[src/rtl/core/si_pkg.sv]
package si_pkg;

   // Coordinate width; positions on the ports stay 32 bits wide.
   localparam int COORD_BITS = 32;
   localparam int FRAME_BITS = 32;
   localparam int PORT_BITS  = 32;
   localparam int CNT_BITS   = $clog2(COORD_BITS);

   localparam logic OP_PUSH  = 1'b0;
   localparam logic OP_QUERY = 1'b1;

   typedef logic signed [COORD_BITS-1:0] coord_type;
   typedef logic [COORD_BITS-1:0]        mag_type;
   typedef logic [FRAME_BITS-1:0]        frame_type;

   typedef enum logic [1:0] {
      QK_NONE,
      QK_HOLD,
      QK_INTERP
   } qry_kind_type;

   // Query classification handed from the slot store to the control.
   typedef struct packed {
      qry_kind_type kind;
      frame_type    frame;
      coord_type    x;
      coord_type    y;
      coord_type    ax;
      coord_type    bx;
      coord_type    ay;
      coord_type    by;
      frame_type    num;
      frame_type    den;
   } qry_type;

   typedef enum logic [1:0] {
      LP_IDLE,
      LP_MUL,
      LP_DIV,
      LP_RND
   } lane_phase_type;

   typedef struct packed {
      logic      done;
      coord_type value;
   } lane_res_type;

   typedef enum logic [1:0] {
      CS_IDLE,
      CS_CALC,
      CS_HOLD
   } ctl_state_type;

   // Take the low COORD_BITS bits of a port value as a signed coordinate.
   function automatic coord_type coord_in(logic [PORT_BITS-1:0] raw);
      logic [63:0] wide;
      wide = 64'(raw);
      return wide[COORD_BITS-1:0];
   endfunction

   // Place the coordinate bits on a port, zero above COORD_BITS.
   function automatic logic [PORT_BITS-1:0] coord_out(coord_type v);
      logic [63:0] wide;
      wide = '0;
      wide[COORD_BITS-1:0] = v;
      return wide[PORT_BITS-1:0];
   endfunction

endpackage

[src/rtl/core/si_lane.sv]
module si_lane import si_pkg::*; (
   input  logic         clock,
   input  logic         reset,
   input  logic         start,
   input  coord_type    a,
   input  coord_type    b,
   input  frame_type    num,
   input  frame_type    den,
   output lane_res_type res
);

   lane_phase_type            phase_ff, phase_in;
   logic                      done_ff, done_in;
   logic [CNT_BITS-1:0]       cnt_ff, cnt_in;
   logic                      neg_ff, neg_in;
   coord_type                 a_ff, a_in;
   mag_type                   mag_ff, mag_in;
   frame_type                 num_ff, num_in;
   frame_type                 den_ff, den_in;
   frame_type                 rem_ff, rem_in;
   mag_type                   quo_ff, quo_in;
   coord_type                 value_ff, value_in;

   logic [COORD_BITS:0]            diff;
   logic [COORD_BITS:0]            diff_neg;
   logic [COORD_BITS+FRAME_BITS-1:0] prod;
   logic [FRAME_BITS:0]            trial;
   logic [FRAME_BITS:0]            trial_sub;
   logic                           trial_ge;
   logic                           round_up;
   logic [COORD_BITS:0]            q_sum;
   logic [COORD_BITS:0]            a_ext;
   logic [COORD_BITS:0]            sum;

   always_comb begin
      diff      = {b[COORD_BITS-1], b} - {a[COORD_BITS-1], a};
      diff_neg  = -diff;
      prod      = (COORD_BITS+FRAME_BITS)'(mag_ff) * (COORD_BITS+FRAME_BITS)'(num_ff);
      trial     = {rem_ff, quo_ff[COORD_BITS-1]};
      trial_sub = trial - {1'b0, den_ff};
      trial_ge  = trial >= {1'b0, den_ff};
      round_up  = {rem_ff, 1'b0} >= {1'b0, den_ff};
      q_sum     = {1'b0, quo_ff} + (COORD_BITS+1)'(round_up);
      a_ext     = {a_ff[COORD_BITS-1], a_ff};
      sum       = neg_ff ? a_ext - q_sum : a_ext + q_sum;

      phase_in = phase_ff;
      done_in  = 1'b0;
      cnt_in   = cnt_ff;
      neg_in   = neg_ff;
      a_in     = a_ff;
      mag_in   = mag_ff;
      num_in   = num_ff;
      den_in   = den_ff;
      rem_in   = rem_ff;
      quo_in   = quo_ff;
      value_in = value_ff;

      unique case (phase_ff)
         LP_IDLE: begin
            if (start) begin
               a_in     = a;
               neg_in   = diff[COORD_BITS];
               mag_in   = diff[COORD_BITS] ? diff_neg[COORD_BITS-1:0]
                                           : diff[COORD_BITS-1:0];
               num_in   = num;
               den_in   = den;
               phase_in = LP_MUL;
            end
         end
         LP_MUL: begin
            // high part is already below den since num <= den
            rem_in   = prod[COORD_BITS+FRAME_BITS-1:COORD_BITS];
            quo_in   = prod[COORD_BITS-1:0];
            cnt_in   = '0;
            phase_in = LP_DIV;
         end
         LP_DIV: begin
            rem_in = trial_ge ? trial_sub[FRAME_BITS-1:0] : trial[FRAME_BITS-1:0];
            quo_in = {quo_ff[COORD_BITS-2:0], trial_ge};
            cnt_in = cnt_ff + 1'b1;
            if (cnt_ff == CNT_BITS'(COORD_BITS-1)) begin
               phase_in = LP_RND;
            end
         end
         LP_RND: begin
            value_in = sum[COORD_BITS-1:0];
            done_in  = 1'b1;
            phase_in = LP_IDLE;
         end
         default: begin
            phase_in = LP_IDLE;
         end
      endcase
   end

   always_ff @(posedge clock) begin
      if (reset) begin
         phase_ff <= LP_IDLE;
         done_ff  <= 1'b0;
         cnt_ff   <= '0;
      end else begin
         phase_ff <= phase_in;
         done_ff  <= done_in;
         cnt_ff   <= cnt_in;
      end
      neg_ff   <= neg_in;
      a_ff     <= a_in;
      mag_ff   <= mag_in;
      num_ff   <= num_in;
      den_ff   <= den_in;
      rem_ff   <= rem_in;
      quo_ff   <= quo_in;
      value_ff <= value_in;
   end

   assign res.done  = done_ff;
   assign res.value = value_ff;

endmodule

[config.mk]
export PLATFORM = sky130hd
export DESIGN_NAME = si_lane
export DESIGN_NICKNAME = d
export VERILOG_FILES = /design/src/rtl/core/si_pkg.sv /design/src/rtl/core/si_lane.sv
export SDC_FILE = /design/constraint.sdc
export NUM_CORES = 2
export LEC_CHECK = 0
export ABC_AREA = 1
export BUFFER_PORTS_ARGS = -buffer_cell sky130_fd_sc_hd__buf_2
export CORE_MARGIN = 10
export CORE_UTILIZATION = 47
export DETAILED_ROUTE_END_ITERATION = 8
export PLACE_DENSITY = 0.63
export SLEW_MARGIN = 20
export SYNTH_ARGS = -nofsm -noshare
export SYNTH_HDL_FRONTEND = slang
export SYNTH_SLANG_ARGS = --single-unit
[constraint.sdc]
create_clock -name clock -period 13.9 [get_ports clock]
set_input_delay 2.78 -clock clock [delete_from_list [all_inputs] [get_ports clock]]
set_output_delay 2.78 -clock clock [all_outputs]
set_load 0.05 [all_outputs]
==> run_results.csv <==
group,metric,value,unit
layout,fin_nets,8212,
global_route,grt_usage,25.6,%
global_route,overflow,0,
clock_tree,cts-root-buf,"clkbuf_16",
layout,syn_to_final_growth,6.40,%
clock_tree,clkSinkCount,233,
global_route,grt_max_degree,80,
sta,worst_pin_slew,1.00,ns
global_route,grt_first_pass_wirelength,246,mm
drt,vias_per_cell,5.17,
sta,finalSetupTns,0,ns
floorplan,dieArea,0.124,mm^2
drt,vias,42621,
floorplan,die_h,352,um
layout,area.sequential,0.00692,mm^2
setup_path,crit_arrival,8.15,ns
synthesis,synth_xor_xnor_area_share,2.44,%
floorplan,fp.dieW,352,um
clock_tree,hold_buffers,0,
sta,drv_slew,0,
clock_tree,cts_resized,0,
synthesis,ys_ff_latch,233,
sta,fmax,128,MHz
drt,drc,0,
synthesis,yosys_warnings,0,
floorplan,initial_core_util,47.4,%
sta,slew_headroom,33.2,%
layout,multi_input_area,0.0368,mm^2
sta,timing.final.crit_share,56.3,%
setup_path,required,14.22,ns
min_path,hold_depth,2,
synthesis,synth_compound_area_share,5.33,%
placement,hpwl,125,mm
placement,gp_congestion,1.01,
sta,finalSetupViolations,0,
synthesis,yosys.area_share.simple,19.7,%
drt,finalWirelength,156,mm
synthesis,synth_top_area_share,34.8,%
synthesis,synthMuxAreaShare,0,%
drt,ant_nets,0,
clock_tree,h-tree-depth,2,
synthesis,avgSynthCellArea,7.65,um^2
clock_tree,clock_latency,0.61,ns
setup_path,endpoint_kind,"flip-flop",
synthesis,yosysSeqAreaShare,13.4,%
placement,io_buffers,163,
clock_tree,cts.path.max_buffers,3,
synthesis,netlist_area,0.0517,mm^2
setup_path,start_kind,"flip-flop",
clock_tree,cts_setup_buffers,0,
floorplan,fp-row-count,121,
sta,clock-skew-final,0.0392,ns
setup_path,crit_fanout,32,
min_path,hp-class,"reg -> reg",
synthesis,yosys-top-cells-area,"fa_1, inv_1, nand2_1, edfxtp_1, ha_1",
global_route,grt_pass1_vias,44116,
sta,rsz0062_at_grt,"no",
setup_path,critPathKind,"reg -> reg",
global_route,antenna_found_initial,5,
sta,final.min_clock_period,7.83,ns
clock_tree,clk_pin_slew_worst_paths,0.06,ns
sta,hold_viol_final,0,
clock_tree,tritoncts,"yes",
status,status,"finished, final reports clean",
synthesis,syn-instance-count,6762,
setup_path,reg2regPathDepth,24,
synthesis,synth_fa_ha_area_share,43.7,%
layout,fill_cells,10808,
floorplan,pin_count,164,
drt,dr.pass1.iters,5,
synthesis,synth_top_family_by_area,"adder cells",
drt,drt-initial-drc-count,2852,
layout,final_layout_size_suffix_gt1_share,5.35,%
clock_tree,cts_buffers,34,
synthesis,synth_area_leader_cell,"fa_1",
flow_run,maxCapViolations,0,
synthesis,synth_cell_types,54,
drt,wl_per_cell,18.9,um
synthesis,synth_nets,8160,
floorplan,core_area,0.109,mm^2
-- registers in the layout (all words and copies together), names as in the netlist --
name	cells
neg_ff	1
rem_ff	32
quo_ff	32
cnt_ff	5
num_ff	32
phase_ff	2
mag_ff	32
done_ff	1
a_ff	32
value_ff	32
den_ff	32
-- logic make-up after synthesis --
logic type	after synthesis
adders and majority gates	1267
and+or+nand+nor	2504
AOI/OAI and AO/OA	499
buffers and inverters	2117
xor gates and xnor gates	142
DFF	233
-- metal layers --
layer  share of wire (%)  up-vias  global-route usage [%]
met4                 4.5        2                    10.4
met1                  41    20972                    32.9
met5              0.0058        -                       0
met3                 6.7      306                    3.90
li1                    -    19890                       -
met2                  48     1451                    43.2
-- worst max-delay path, stage by stage, from the launching register on --
cell      delay, ns
edfxtp_1       0.31
buf_4          0.51
nand2_1        0.10
inv_1          0.10
fa_1           0.44
fa_1           0.44
fa_1           0.57
inv_1          0.05
fa_1           0.47
inv_1          0.05
fa_1           0.49
fa_1           0.59
fa_1           0.46
fa_1           0.49
ha_1           0.42
nand2_1        0.14
o21ai_0        0.31
o21bai_1       0.16
a21oi_1        0.10
o21ai_0        0.74
nand3_1        0.21
nand2_1        0.11
nand2_1        0.06
nand3_1        0.10
o21ai_1        0.09
-- cell usage after synthesis (all sizes together) --
| master | instances |
|---|---|
| o211ai | 15 |
| nand4 | 44 |
| a21o | 18 |
| a21boi | 7 |
| a211oi | 1 |
| buf | 13 |
| o311a | 1 |
| nor4 | 4 |
| nand2 | 1830 |
| nor3 | 46 |
| a21oi | 218 |
| or2 | 38 |
| and2 | 5 |
| fa | 899 |
| o31ai | 2 |
| clkinv | 1 |
| dfxtp | 8 |
| o21bai | 17 |
| a31o | 1 |
| ha | 368 |
| xnor2 | 45 |
| nand3 | 186 |
| o2111ai | 4 |
| edfxtp | 225 |
| o22ai | 1 |
| xor2 | 97 |
| a221oi | 6 |
| nor2 | 333 |
| a22oi | 1 |
| and3 | 1 |
| o21a | 12 |
| nand3b | 17 |
| a31oi | 16 |
| inv | 1897 |
| o21ai | 179 |
| clkbuf | 206 |
-- placed cells by master (no fill, tap or decap), drive strengths merged, types with 5 or more instances in the layout --
master,n
nand3,186
nand3b,17
o21ai,179
inv,1899
ha,368
fa,899
clkbuf,42
nor3,46
nand4,44
a21oi,218
nor2,333
a21o,18
a31oi,16
o21a,12
a21boi,7
a221oi,6
or2,38
xnor2,45
xor2,97
nand2,1830
o211ai,15
dfxtp,8
and2,5
o21bai,17
edfxtp,225
clkinv,12
buf,235
-- cell type report --
cell class	count	share of cell area, %
inverters	1898	13.0
flip-flops and latches	233	12.6
clock inverters	16	0.284
repair buffers	235	2.47
clock buffers	42	1.60
diodes	1	0.00455
well taps	1414	3.22
multi-input cells	4412	66.9
-- through the flow --
stage               cells  area, um^2  hold WS [ns]  utilization [%]  setup WS [ns]
CTS                  8250       55000         0.481             50.5           6.22
floorplan            6762       51700         0.444                -           7.21
detailed placement   8192       54000         0.473             49.5           6.21
global route         8250       55000         0.490             50.5           5.80
finish               8251       55000         0.476             50.5           6.07
global placement     8192       54000         0.457             49.5           6.25
-- worst paths after layout --
kind         startpoint    endpoint  slack [ns]
min reg2reg   cnt_ff[4]   cnt_ff[4]        0.48
max reg2reg  mag_ff[12]  rem_ff[29]        6.07
max          mag_ff[12]  rem_ff[29]        6.07
min           cnt_ff[4]   cnt_ff[4]        0.48
Power is left out: the tool's default activity adds up to more than one toggle a clock period on the data nets, which glitch-free logic cannot reach.
