**config.mk**
```make
export PLATFORM = sky130hd
export DESIGN_NAME = si_slots
export DESIGN_NICKNAME = d
export VERILOG_FILES = /design/src/rtl/core/si_pkg.sv /design/src/rtl/core/si_slots.sv
export SDC_FILE = /design/constraint.sdc
export NUM_CORES = 1
export LEC_CHECK = 0
export BUFFER_PORTS_ARGS = -buffer_cell sky130_fd_sc_hd__buf_2
export CAP_MARGIN = 20
export CORE_ASPECT_RATIO = 0.9
export CORE_UTILIZATION = 49
export CTS_BUF_LIST = sky130_fd_sc_hd__clkbuf_4 sky130_fd_sc_hd__clkbuf_8
export DETAILED_ROUTE_END_ITERATION = 16
export PLACE_DENSITY = 0.75
export SETUP_SLACK_MARGIN = 0.4
export SLEW_MARGIN = 0
export SYNTH_ARGS = -nofsm -noshare
export SYNTH_HDL_FRONTEND = slang
export SYNTH_SLANG_ARGS = --single-unit
```
**constraint.sdc**
```tcl
create_clock -name clock -period 20.8 [get_ports clock]
set_clock_uncertainty 0.2 [all_clocks]
set_input_delay 1.04 -clock clock [delete_from_list [all_inputs] [get_ports clock]]
set_output_delay 1.04 -clock clock [all_outputs]
set_load 0.1 [all_outputs]
```
**src/rtl/core/si_pkg.sv**
```systemverilog
package si_pkg;

   // Coordinate width; positions on the ports stay 32 bits wide.
   localparam int COORD_BITS = 32;
   localparam int FRAME_BITS = 32;
   localparam int PORT_BITS  = 32;
   localparam int CNT_BITS   = $clog2(COORD_BITS);

   localparam logic OP_PUSH  = 1'b0;
   localparam logic OP_QUERY = 1'b1;

   typedef logic signed [COORD_BITS-1:0] coord_type;
   typedef logic [COORD_BITS-1:0]        mag_type;
   typedef logic [FRAME_BITS-1:0]        frame_type;

   typedef enum logic [1:0] {
      QK_NONE,
      QK_HOLD,
      QK_INTERP
   } qry_kind_type;

   // Query classification handed from the slot store to the control.
   typedef struct packed {
      qry_kind_type kind;
      frame_type    frame;
      coord_type    x;
      coord_type    y;
      coord_type    ax;
      coord_type    bx;
      coord_type    ay;
      coord_type    by;
      frame_type    num;
      frame_type    den;
   } qry_type;

   typedef enum logic [1:0] {
      LP_IDLE,
      LP_MUL,
      LP_DIV,
      LP_RND
   } lane_phase_type;

   typedef struct packed {
      logic      done;
      coord_type value;
   } lane_res_type;

   typedef enum logic [1:0] {
      CS_IDLE,
      CS_CALC,
      CS_HOLD
   } ctl_state_type;

   // Take the low COORD_BITS bits of a port value as a signed coordinate.
   function automatic coord_type coord_in(logic [PORT_BITS-1:0] raw);
      logic [63:0] wide;
      wide = 64'(raw);
      return wide[COORD_BITS-1:0];
   endfunction

   // Place the coordinate bits on a port, zero above COORD_BITS.
   function automatic logic [PORT_BITS-1:0] coord_out(coord_type v);
      logic [63:0] wide;
      wide = '0;
      wide[COORD_BITS-1:0] = v;
      return wide[PORT_BITS-1:0];
   endfunction

endpackage

```
**src/rtl/core/si_slots.sv**
```systemverilog
module si_slots import si_pkg::*; (
   input  logic      clock,
   input  logic      reset,
   input  logic      push,
   input  frame_type frame,
   input  coord_type pos_x,
   input  coord_type pos_y,
   output qry_type   qry
);

   logic      early_valid_ff, early_valid_in;
   logic      late_valid_ff, late_valid_in;
   frame_type early_frame_ff, early_frame_in;
   frame_type late_frame_ff, late_frame_in;
   coord_type early_x_ff, early_x_in;
   coord_type early_y_ff, early_y_in;
   coord_type late_x_ff, late_x_in;
   coord_type late_y_ff, late_y_in;

   always_comb begin
      early_valid_in = early_valid_ff;
      late_valid_in  = late_valid_ff;
      early_frame_in = early_frame_ff;
      late_frame_in  = late_frame_ff;
      early_x_in     = early_x_ff;
      early_y_in     = early_y_ff;
      late_x_in      = late_x_ff;
      late_y_in      = late_y_ff;
      if (push) begin
         if (!early_valid_ff && !late_valid_ff) begin
            early_valid_in = 1'b1;
            early_frame_in = frame;
            early_x_in     = pos_x;
            early_y_in     = pos_y;
         end else if (early_valid_ff && !late_valid_ff) begin
            if (frame > early_frame_ff) begin
               late_valid_in = 1'b1;
               late_frame_in = frame;
               late_x_in     = pos_x;
               late_y_in     = pos_y;
            end
         end else if (early_valid_ff && late_valid_ff) begin
            if (frame > late_frame_ff) begin
               // slide the window
               early_frame_in = late_frame_ff;
               early_x_in     = late_x_ff;
               early_y_in     = late_y_ff;
               late_frame_in  = frame;
               late_x_in      = pos_x;
               late_y_in      = pos_y;
            end else if (frame > early_frame_ff) begin
               late_frame_in = frame;
               late_x_in     = pos_x;
               late_y_in     = pos_y;
            end
         end
      end
   end

   always_ff @(posedge clock) begin
      if (reset) begin
         early_valid_ff <= 1'b0;
         late_valid_ff  <= 1'b0;
      end else begin
         early_valid_ff <= early_valid_in;
         late_valid_ff  <= late_valid_in;
      end
      early_frame_ff <= early_frame_in;
      late_frame_ff  <= late_frame_in;
      early_x_ff     <= early_x_in;
      early_y_ff     <= early_y_in;
      late_x_ff      <= late_x_in;
      late_y_ff      <= late_y_in;
   end

   always_comb begin
      qry.ax  = early_x_ff;
      qry.bx  = late_x_ff;
      qry.ay  = early_y_ff;
      qry.by  = late_y_ff;
      qry.num = frame - early_frame_ff;
      qry.den = late_frame_ff - early_frame_ff;
      if (!early_valid_ff || !late_valid_ff || frame < early_frame_ff) begin
         qry.kind  = QK_NONE;
         qry.frame = '0;
         qry.x     = '0;
         qry.y     = '0;
      end else if (early_frame_ff == late_frame_ff) begin
         qry.kind  = QK_HOLD;
         qry.frame = early_frame_ff;
         qry.x     = early_x_ff;
         qry.y     = early_y_ff;
      end else if (frame > late_frame_ff) begin
         qry.kind  = QK_HOLD;
         qry.frame = late_frame_ff;
         qry.x     = late_x_ff;
         qry.y     = late_y_ff;
      end else begin
         qry.kind  = QK_INTERP;
         qry.frame = frame;
         qry.x     = '0;
         qry.y     = '0;
      end
   end

endmodule

```
==> impl_metrics.toml, run 1 <==
[status]
outcome = "complete, no violations"

[grt]
grt_use_met3 = 0.04682
grt_pass1_vias = 11400
top_usage_layer = "met2"
overflow = 0
grt_use_met1 = 0.3665
grt_max_degree = 88
grt.total_usage = 0.2755
gr-usage-met2 = 0.4614
grt_pass1_wl_mm = 63.58
antenna_found_initial = 5

[clock_network]
clock-sinks = 194
tritoncts = "yes"
cts_htree_levels = 4
hold_buffers = 0
path_clk_slew_ps = 100
postCtsSetupRepairBufs = 0
cts_root_buffer = "clkbuf_8"
numCtsBuffers = 17
cts_buffer_depth = 2
worstSkewPairLatency_ps = 480
ctsResizeCount = 0

[detailed_routing]
drtIter0Drc = 1046
postRouteAntennaNets = 0
wire_per_inst_um = 19.89
viasPerCell = 5.842
routed_wl_mm = 41.93
drc = 0
drtPass1Iterations = 5
vias = 12310

[timing]
post-route-min-period_ps = 6389
finalHoldViolations = 0
setup_ws_ps = 14410
whs_ps = 360.0
rsz0062_at_grt = "false"
period_share = 0.3071
setup_viol_count_final = 0
maxSlewViolCount = 0
worstMarginPinSlew_ps = 1056
slew_headroom = 0.2960
fmax_mhz = 156.5
setup_tns_ps = 0

[worst_setup_path]
max_stage_delay_ps = 650
crit_fanout = 65
arrival_ps = 5150
rr_worst_depth = 12
r2r_start = "late_frame_ff[1]"
cp.depth = 13
crit_end = "qry[254]"
end_kind = "primary output"
path_buf_inv = 4
required_ps = 19560
cp-start-kind = "input port"
crit_family = "compound AO/OA/AOI/OAI gates"
cp_cell_sequence = "buf_2, ha_1, a21oi_1, a21oi_1, o41ai_1, a21boi_1, o21ba_1, o21ai_4, buf_4, a21bo_2, buf_4, a21oi_1, buf_2"
cpMaxStageDelayCell = "o21ai_4"
r2r_setup_slack_ps = 15610
r2r_end = "late_x_ff[15]"
worstSetupPathType = "in -> out"
startpoint = "frame[7]"
crit_top_cell = "a21oi_1"

[power_and_ir_drop]
pwr-share-comb = 0.492
power.density_nw_per_um2 = 89.55
clkPwrFrac = 0.179
cellInternalPower_mw = 0.7411
p_switching_mw = 0.7555
swShare = 0.5048
seqPwrFrac = 0.329
vdd.ir_drop.worst_mv = 0.08415
p_leak_nw = 7.718

[layout]
nFillCells = 2437
final_nets = 1928
final_util = 0.5935
synthToLayoutAreaGrowth_pct = 18.15
drive_gt1_frac = 0.3462

[floorplanning]
fp.dieW_um = 181.1
io_pins = 389
core.rowCount = 58
die_h_um = 163.2
initial_core_util = 0.5024
dieArea_um2 = 29550
core-area_um2 = 28160

[synth]
syn-cell-area_um2 = 14140
synthFlopType = "edfxtp_1"
syn-num-nets = 1576
ys_types = 61
synth-seq-cells = 194
async_flop_share = 0
synth_cells = 1377
synth_edf_count = 192
avgSynthCellArea_um2 = 10.27
yosysSeqAreaShare = 0.4104
ys_warn_count = 0

[run]
maxCapViolCount = 0

[worst_hold_path]
min_path_type = "reg -> reg"
hold_depth = 2

[placement]
io_buffers = 388
place_congestion = 0.9379
dpl.hpwl_mm = 30.39
dp_slack_ps = 14460
## flip-flops by register name, indices dropped and copies added, names as in the netlist
signal	count
early_valid_ff	1
late_x_ff	32
early_frame_ff	32
late_frame_ff	32
late_y_ff	32
early_y_ff	32
late_valid_ff	1
early_x_ff	32
## per-stage QoR
step | power [mW] | cell area (um^2) | instances
floorplan | 1.119 | 14140 | 1377
global placement | 1.224 | 16260 | 2070
detailed placement | 1.233 | 16260 | 2070
CTS | 1.499 | 16700 | 2102
global route | 1.547 | 16700 | 2104
finish | 1.497 | 16710 | 2108
## power groups by stage
stage / Clock (mW) / Sequential (mW) / Combinational, mW
2_1_floorplan: 0 / 0.619 / 0.500
3_3_place_gp: 0 / 0.500 / 0.724
3_5_place_dp: 0 / 0.501 / 0.732
4_1_cts: 0.272 / 0.493 / 0.734
5_1_grt: 0.284 / 0.496 / 0.767
6_report: 0.268 / 0.493 / 0.737
## cell type report
class	count	area, um^2	share of cell area
multi-input combinational	1035	7672	0.4591
tap	360	450.4	0.02695
antenna	6	15.01	0.0008984
timing repair buffer	400	2032	0.1216
sequential	194	5806	0.3474
inverter	81	304.0	0.01819
clock inverter	15	198.9	0.01190
clock buffer	17	234.0	0.01400
## worst reg2reg max path: cells and delay by family (launching register included)
kind / cells / cell delay, ps
AOI/OAI and AO/OA: 7 / 2610
buffers and inverters: 2 / 890
and+or+nand+nor: 1 / 130
adders and majority gates: 1 / 260
DFF: 1 / 460
muxes: 1 / 420
## kinds of logic (layout without fill, tap and decap cells)
kind of cell / after synthesis / after routing / share of synthesized area
fa+ha+maj: 100 / 100 / 0.08952
buf+inv: 148 / 513 / 0.05007
compound gates: 381 / 381 / 0.1605
simple gates: 308 / 308 / 0.09615
flops: 194 / 194 / 0.4104
mux: 192 / 192 / 0.1599
xor+xnor: 54 / 54 / 0.03344
other cells: 0 / 6 / 0
## layout by cell type, fill, tap and decap left out, drive strengths merged, types with 3 or more instances in the layout
master,netlist,routed
o21ai,103,103
o21a,16,16
ha,98,98
o31a,6,6
clkinv,0,6
a221oi,3,3
nor2b,11,11
and4,4,4
mux2,158,158
edfxtp,192,192
and3,8,8
buf,28,400
a211oi,6,6
a32oi,3,3
or3,4,4
a21o,49,49
nand2b,5,5
mux2i,34,34
a221o,4,4
nand3,17,17
a31oi,3,3
clkbuf,39,17
and2,6,6
nand4,13,13
nand2,187,187
a21oi,163,163
diode,0,6
nor3,13,13
xnor2,35,35
o31ai,3,3
nor2,32,32
o21bai,7,7
xor2,19,19
inv,81,90
## synth_stat cells, drive strengths merged, types with 5 or more instances
cell type | count | share of area
nor3 | 13 | 0.0046
o31a | 6 | 0.0037
nor2 | 32 | 0.0085
o21bai | 7 | 0.0037
ha | 98 | 0.087
nand4 | 13 | 0.0057
inv | 81 | 0.021
nand2b | 5 | 0.0022
clkbuf | 39 | 0.010
a21o | 49 | 0.026
xnor2 | 35 | 0.022
nand2 | 187 | 0.050
and2 | 6 | 0.0027
a21oi | 163 | 0.058
o21a | 16 | 0.0085
xor2 | 19 | 0.012
edfxtp | 192 | 0.41
a211oi | 6 | 0.0032
mux2 | 158 | 0.14
nor2b | 11 | 0.0049
and3 | 8 | 0.0035
mux2i | 34 | 0.024
o21ai | 103 | 0.036
buf | 28 | 0.018
nand3 | 17 | 0.0060
## worst min-delay path by stage
stage	from	endpoint	slack [ps]
6_report	late_valid_ff	late_valid_ff	360
5_1_grt	late_valid_ff	late_valid_ff	390
4_1_cts	late_valid_ff	late_valid_ff	370
3_5_place_dp	late_valid_ff	late_valid_ff	350
3_3_place_gp	late_valid_ff	late_valid_ff	340
2_1_floorplan	late_valid_ff	late_valid_ff	270
## metal layers
layer / up-vias / wire (um)
li1: 5742 / -
met1: 5939 / 17860
met2: 568 / 20030
met3: 63 / 3075
met4: 2 / 956
met5: - / 13
(Power assumes the default switching activity.)
==> run 2: changes to the inputs <==
- clock period: 20.8 -> 6.5 ns (I/O delays scaled with it)
==> impl_metrics.toml, run 2 (synthesis results as in run 1) <==
[status]
outcome = "complete, no violations"

[clock_network]
cts_buffer_depth = 2
postCtsSetupRepairBufs = 0
clock-sinks = 194
worstSkewPairLatency_ps = 500
cts_htree_levels = 4
cts_root_buffer = "clkbuf_8"
ctsResizeCount = 0
numCtsBuffers = 17
path_clk_slew_ps = 140
tritoncts = "yes"

[layout]
mostFrequentLayoutCell = "buf_2"
synthToLayoutAreaGrowth_pct = 24.41
drive_gt1_frac = 0.3304
fin_area_um2 = 17600
final_cell_mix = "388 x buf_2, 192 x edfxtp_1, 187 x nand2_1, 162 x a21oi_1, 120 x mux2_2"
final_nets = 2014

[power_and_ir_drop]
vdd.ir_drop.worst_mv = 0.2739
p_leak_nw = 8.094
power.density_nw_per_um2 = 277.3
finalPower_mw = 4.880

[timing]
period_share = 0.8086
setup_viol_count_final = 0
worstMarginPinSlew_ps = 1002
setup_ws_ps = 1244
post-route-min-period_ps = 5256
finalHoldViolations = 0
setup_tns_ps = 0
slew_headroom = 0.3321
maxSlewViolCount = 0
rsz0062_at_grt = "false"
fmax_mhz = 190.3

[floorplanning]
die_h_um = 163.2
core.rowCount = 58
dieArea_um2 = 29550
fp.dieW_um = 181.1
initial_core_util = 0.5024
io_pins = 389
core-area_um2 = 28160

[placement]
place_congestion = 0.9836
io_buffers = 388
post_dp_cell_area_um2 = 16290
dpl.hpwl_mm = 30.93
dp_slack_ps = 1900

[run]
maxCapViolCount = 0

[worst_setup_path]
path_buf_inv = 5
crit_family = "compound AO/OA/AOI/OAI gates"
max_stage_delay_ps = 570
cpMaxStageDelayCell = "buf_4"
required_ps = 5970
worstSetupPathType = "in -> out"
end_kind = "primary output"
arrival_ps = 4730
crit_fanout = 52
crit_top_cell = "buf_2"
cp-start-kind = "input port"
cp_cell_sequence = "dlygate4sd3_1, buf_2, inv_1, ha_1, fa_1, nor2b_1, o31a_1, o31ai_1, a21o_1, o21ai_1, a41oi_2, and2b_1, a21bo_2, buf_4, a21oi_1, buf_2"

[grt]
overflow = 0
grt.total_usage = 0.2906
grt_pass1_vias = 12130
grt_max_degree = 92
grt_pass1_wl_mm = 66.85
antenna_found_initial = 1

[detailed_routing]
routed_wl_mm = 43.73
postRouteAntennaNets = 0
vias = 12790
wire_per_inst_um = 19.98
drtIter0Drc = 1316
viasPerCell = 5.843
drc = 0
drtPass1Iterations = 5

[worst_hold_path]
min_path_type = "in -> reg"
-- run 2: final timing paths --
check,slack [ps],cells past startpoint,start,endpoint
setup / recovery,1240,16,frame[0],qry[255]
hold / removal,30,2,frame[5],late_frame_ff[5]
setup reg to reg,2140,12,early_frame_ff[2],late_y_ff[26]
hold reg to reg,350,2,late_valid_ff,late_valid_ff
-- run 2: through the flow --
| stage | hold slack [ps] | std cells | util |
|---|---|---|---|
| detailed placement | 316.3 | 2071 | 0.5787 |
| floorplan | 194.1 | 1377 | - |
| finish | 27.96 | 2189 | 0.6250 |
| global route | 0.4421 | 2189 | 0.6250 |
| global placement | 311.3 | 2071 | 0.5787 |
| CTS | 7.933 | 2188 | 0.6249 |
-- run 2: cell type report --
cell class | instances | area, um^2
diodes | 1 | 2.502
clock buffers | 17 | 234.0
clock inverters | 15 | 217.7
fillers | 2345 | 10560
inverters | 81 | 304.0
multi-input cells | 1035 | 7681
flip-flops and latches | 194 | 5806
well taps | 360 | 450.4
repair buffers | 486 | 2903
-- run 2: timing repair --
action	CTS	global route
setup endpoints to repair	0	0
hold endpoints to repair	152	0
hold buffers	85	0
-- run 2: routing by layer --
metal | vias to the layer above | wire, um | global-route usage
met2 | 657 | 20570 | 0.4713
met4 | 0 | 1351 | 0.1075
li1 | 5915 | - | -
met5 | - | 0 | 0
met1 | 6138 | 18330 | 0.3895
met3 | 81 | 3468 | 0.05173
-- run 2: power breakdown --
part	switching, mW	leakage, nW	total, mW	internal [mW]
registers	0.0685	1.80	1.58	1.51
logic	1.82	6.08	2.41	0.588
clock network	0.579	0.220	0.894	0.315
total	2.47	8.09	4.88	2.42
==> run 3: changes to the inputs <==
- PLACE_DENSITY: 0.75 -> 0.78
- clock period: 6.5 -> 4.6 ns (I/O delays scaled with it)
==> impl_metrics.toml, run 3 (synthesis results as in run 1) <==
[clock_network]
cts_root_buffer = "clkbuf_8"
cts_htree_levels = 4
clock-sinks = 194
cts_buffer_depth = 2
tritoncts = "yes"
path_clk_slew_ps = 120
numCtsBuffers = 17
worstSkewPairLatency_ps = 500

[timing]
finalHoldViolations = 0
maxSlewViolCount = 0
post-route-min-period_ps = 4161
slew_headroom = 0.5648
rsz0062_at_grt = "true"
period_share = 0.9045
setup_viol_count_final = 0
fmax_mhz = 240.4
setup_tns_ps = 0
worstMarginPinSlew_ps = 652.9

[worst_setup_path]
cp-start-kind = "flip-flop"
arrival_ps = 3730
required_ps = 4170
end_kind = "primary output"
crit_fanout = 6
worstSetupPathType = "reg -> out"

[detailed_routing]
routed_wl_mm = 52.93
postRouteAntennaNets = 0
wire_per_inst_um = 23.60
drtPass1Iterations = 6
drtIter0Drc = 1376
drc = 0
vias = 13770
viasPerCell = 6.138

[power_and_ir_drop]
power.density_nw_per_um2 = 345.7
vdd.ir_drop.worst_mv = 0.3362
finalPower_mw = 7.129
p_leak_nw = 8.729

[layout]
fin_area_um2 = 20620
instances_no_fill = 2243
final_cell_mix = "279 x buf_2, 192 x edfxtp_1, 187 x nand2_1, 120 x mux2_2, 98 x dlygate4sd3_1"
drive_gt1_frac = 0.4080
final_nets = 2066
mostFrequentLayoutCell = "buf_2"
synthToLayoutAreaGrowth_pct = 45.77

[grt]
grt_use_met3 = 0.06957
grt_use_met1 = 0.3956
grt_pass1_wl_mm = 73.89
grt_pass1_vias = 13290
antenna_found_initial = 2
gr-usage-met2 = 0.5523
grt.total_usage = 0.3220
overflow = 0
grt_max_degree = 91
top_usage_layer = "met2"

[floorplanning]
fp.dieW_um = 181.1
die_h_um = 163.2
core.rowCount = 58
dieArea_um2 = 29550
initial_core_util = 0.5024
core-area_um2 = 28160
io_pins = 389

[placement]
post_dp_cell_area_um2 = 17930
place_congestion = 0.9413
dp.cells = 2075
io_buffers = 388
dpl.hpwl_mm = 34.35

[status]
outcome = "complete, no violations"

[run]
maxCapViolCount = 0

[worst_hold_path]
min_path_type = "in -> reg"
==> run 3: final cells by class <==
type                    instances  area, um^2
repair buffers                536        4868
diodes                          3       7.507
clock buffers                  17       234.0
multi-input cells            1037        8722
inverters                      81       304.0
fillers                      1874        7538
clock inverters                15       226.5
well taps                     360       450.4
flip-flops and latches        194        5806
==> run 3: path summary, 6_finish.rpt <==
check	start	endpoint	slack, ps	cells past startpoint
worst max-delay path	early_frame_ff[0]	qry[229]	440	13
worst min-delay path	frame[0]	early_frame_ff[0]	100	4
worst max register to register	late_frame_ff[17]	late_x_ff[12]	710	13
worst min register to register	early_valid_ff	early_valid_ff	390	2
==> run 3: critical path: stages (launching register included) <==
cell and delay, ps:
edfxtp_1 440, ha_2 220, fa_2 400, nor2b_2 140, o31a_1 220, o31ai_4 90
a21o_1 240, o21ai_2 150, a41oi_2 70, and2b_4 370, a21bo_4 330, clkbuf_16 210
a21oi_4 150, buf_12 190
==> run 3: repair_timing <==
| action | 4_1_cts | 5_1_grt |
|---|---|---|
| hold buffers | 99 | 0 |
| resized for setup | 58 | 98 |
| endpoints found under the hold margin | 193 | 0 |
| cloned | 2 | 9 |
| endpoints found under the setup margin | 91 | 114 |
| pin swaps | 2 | 13 |
| buffers inserted | 9 | 14 |
==> run 3: where the power goes <==
group / switching, mW / internal, mW / leakage, nW
clock network: 0.828 / 0.456 / 0.221
registers: 0.106 / 2.14 / 1.80
logic: 2.67 / 0.932 / 6.71
==> run 3: layer usage <==
| metal | up-vias | part of all wire |
|---|---|---|
| li1 | 6040 | - |
| met1 | 6626 | 0.37 |
| met2 | 914 | 0.48 |
| met3 | 187 | 0.094 |
| met4 | 0 | 0.052 |
| met5 | - | 0 |
==> run 3: metrics by stage <==
stage | setup WS (ps) | hold WS (ps) | utilization
2_1_floorplan | -949.9 | 99.07 | -
3_3_place_gp | 678.1 | 204.6 | 0.6369
3_5_place_dp | 611.2 | 209.0 | 0.6369
4_1_cts | 344.8 | 302.0 | 0.6999
5_1_grt | 309.8 | 120.0 | 0.7322
6_report | 439.4 | 98.45 | 0.7323
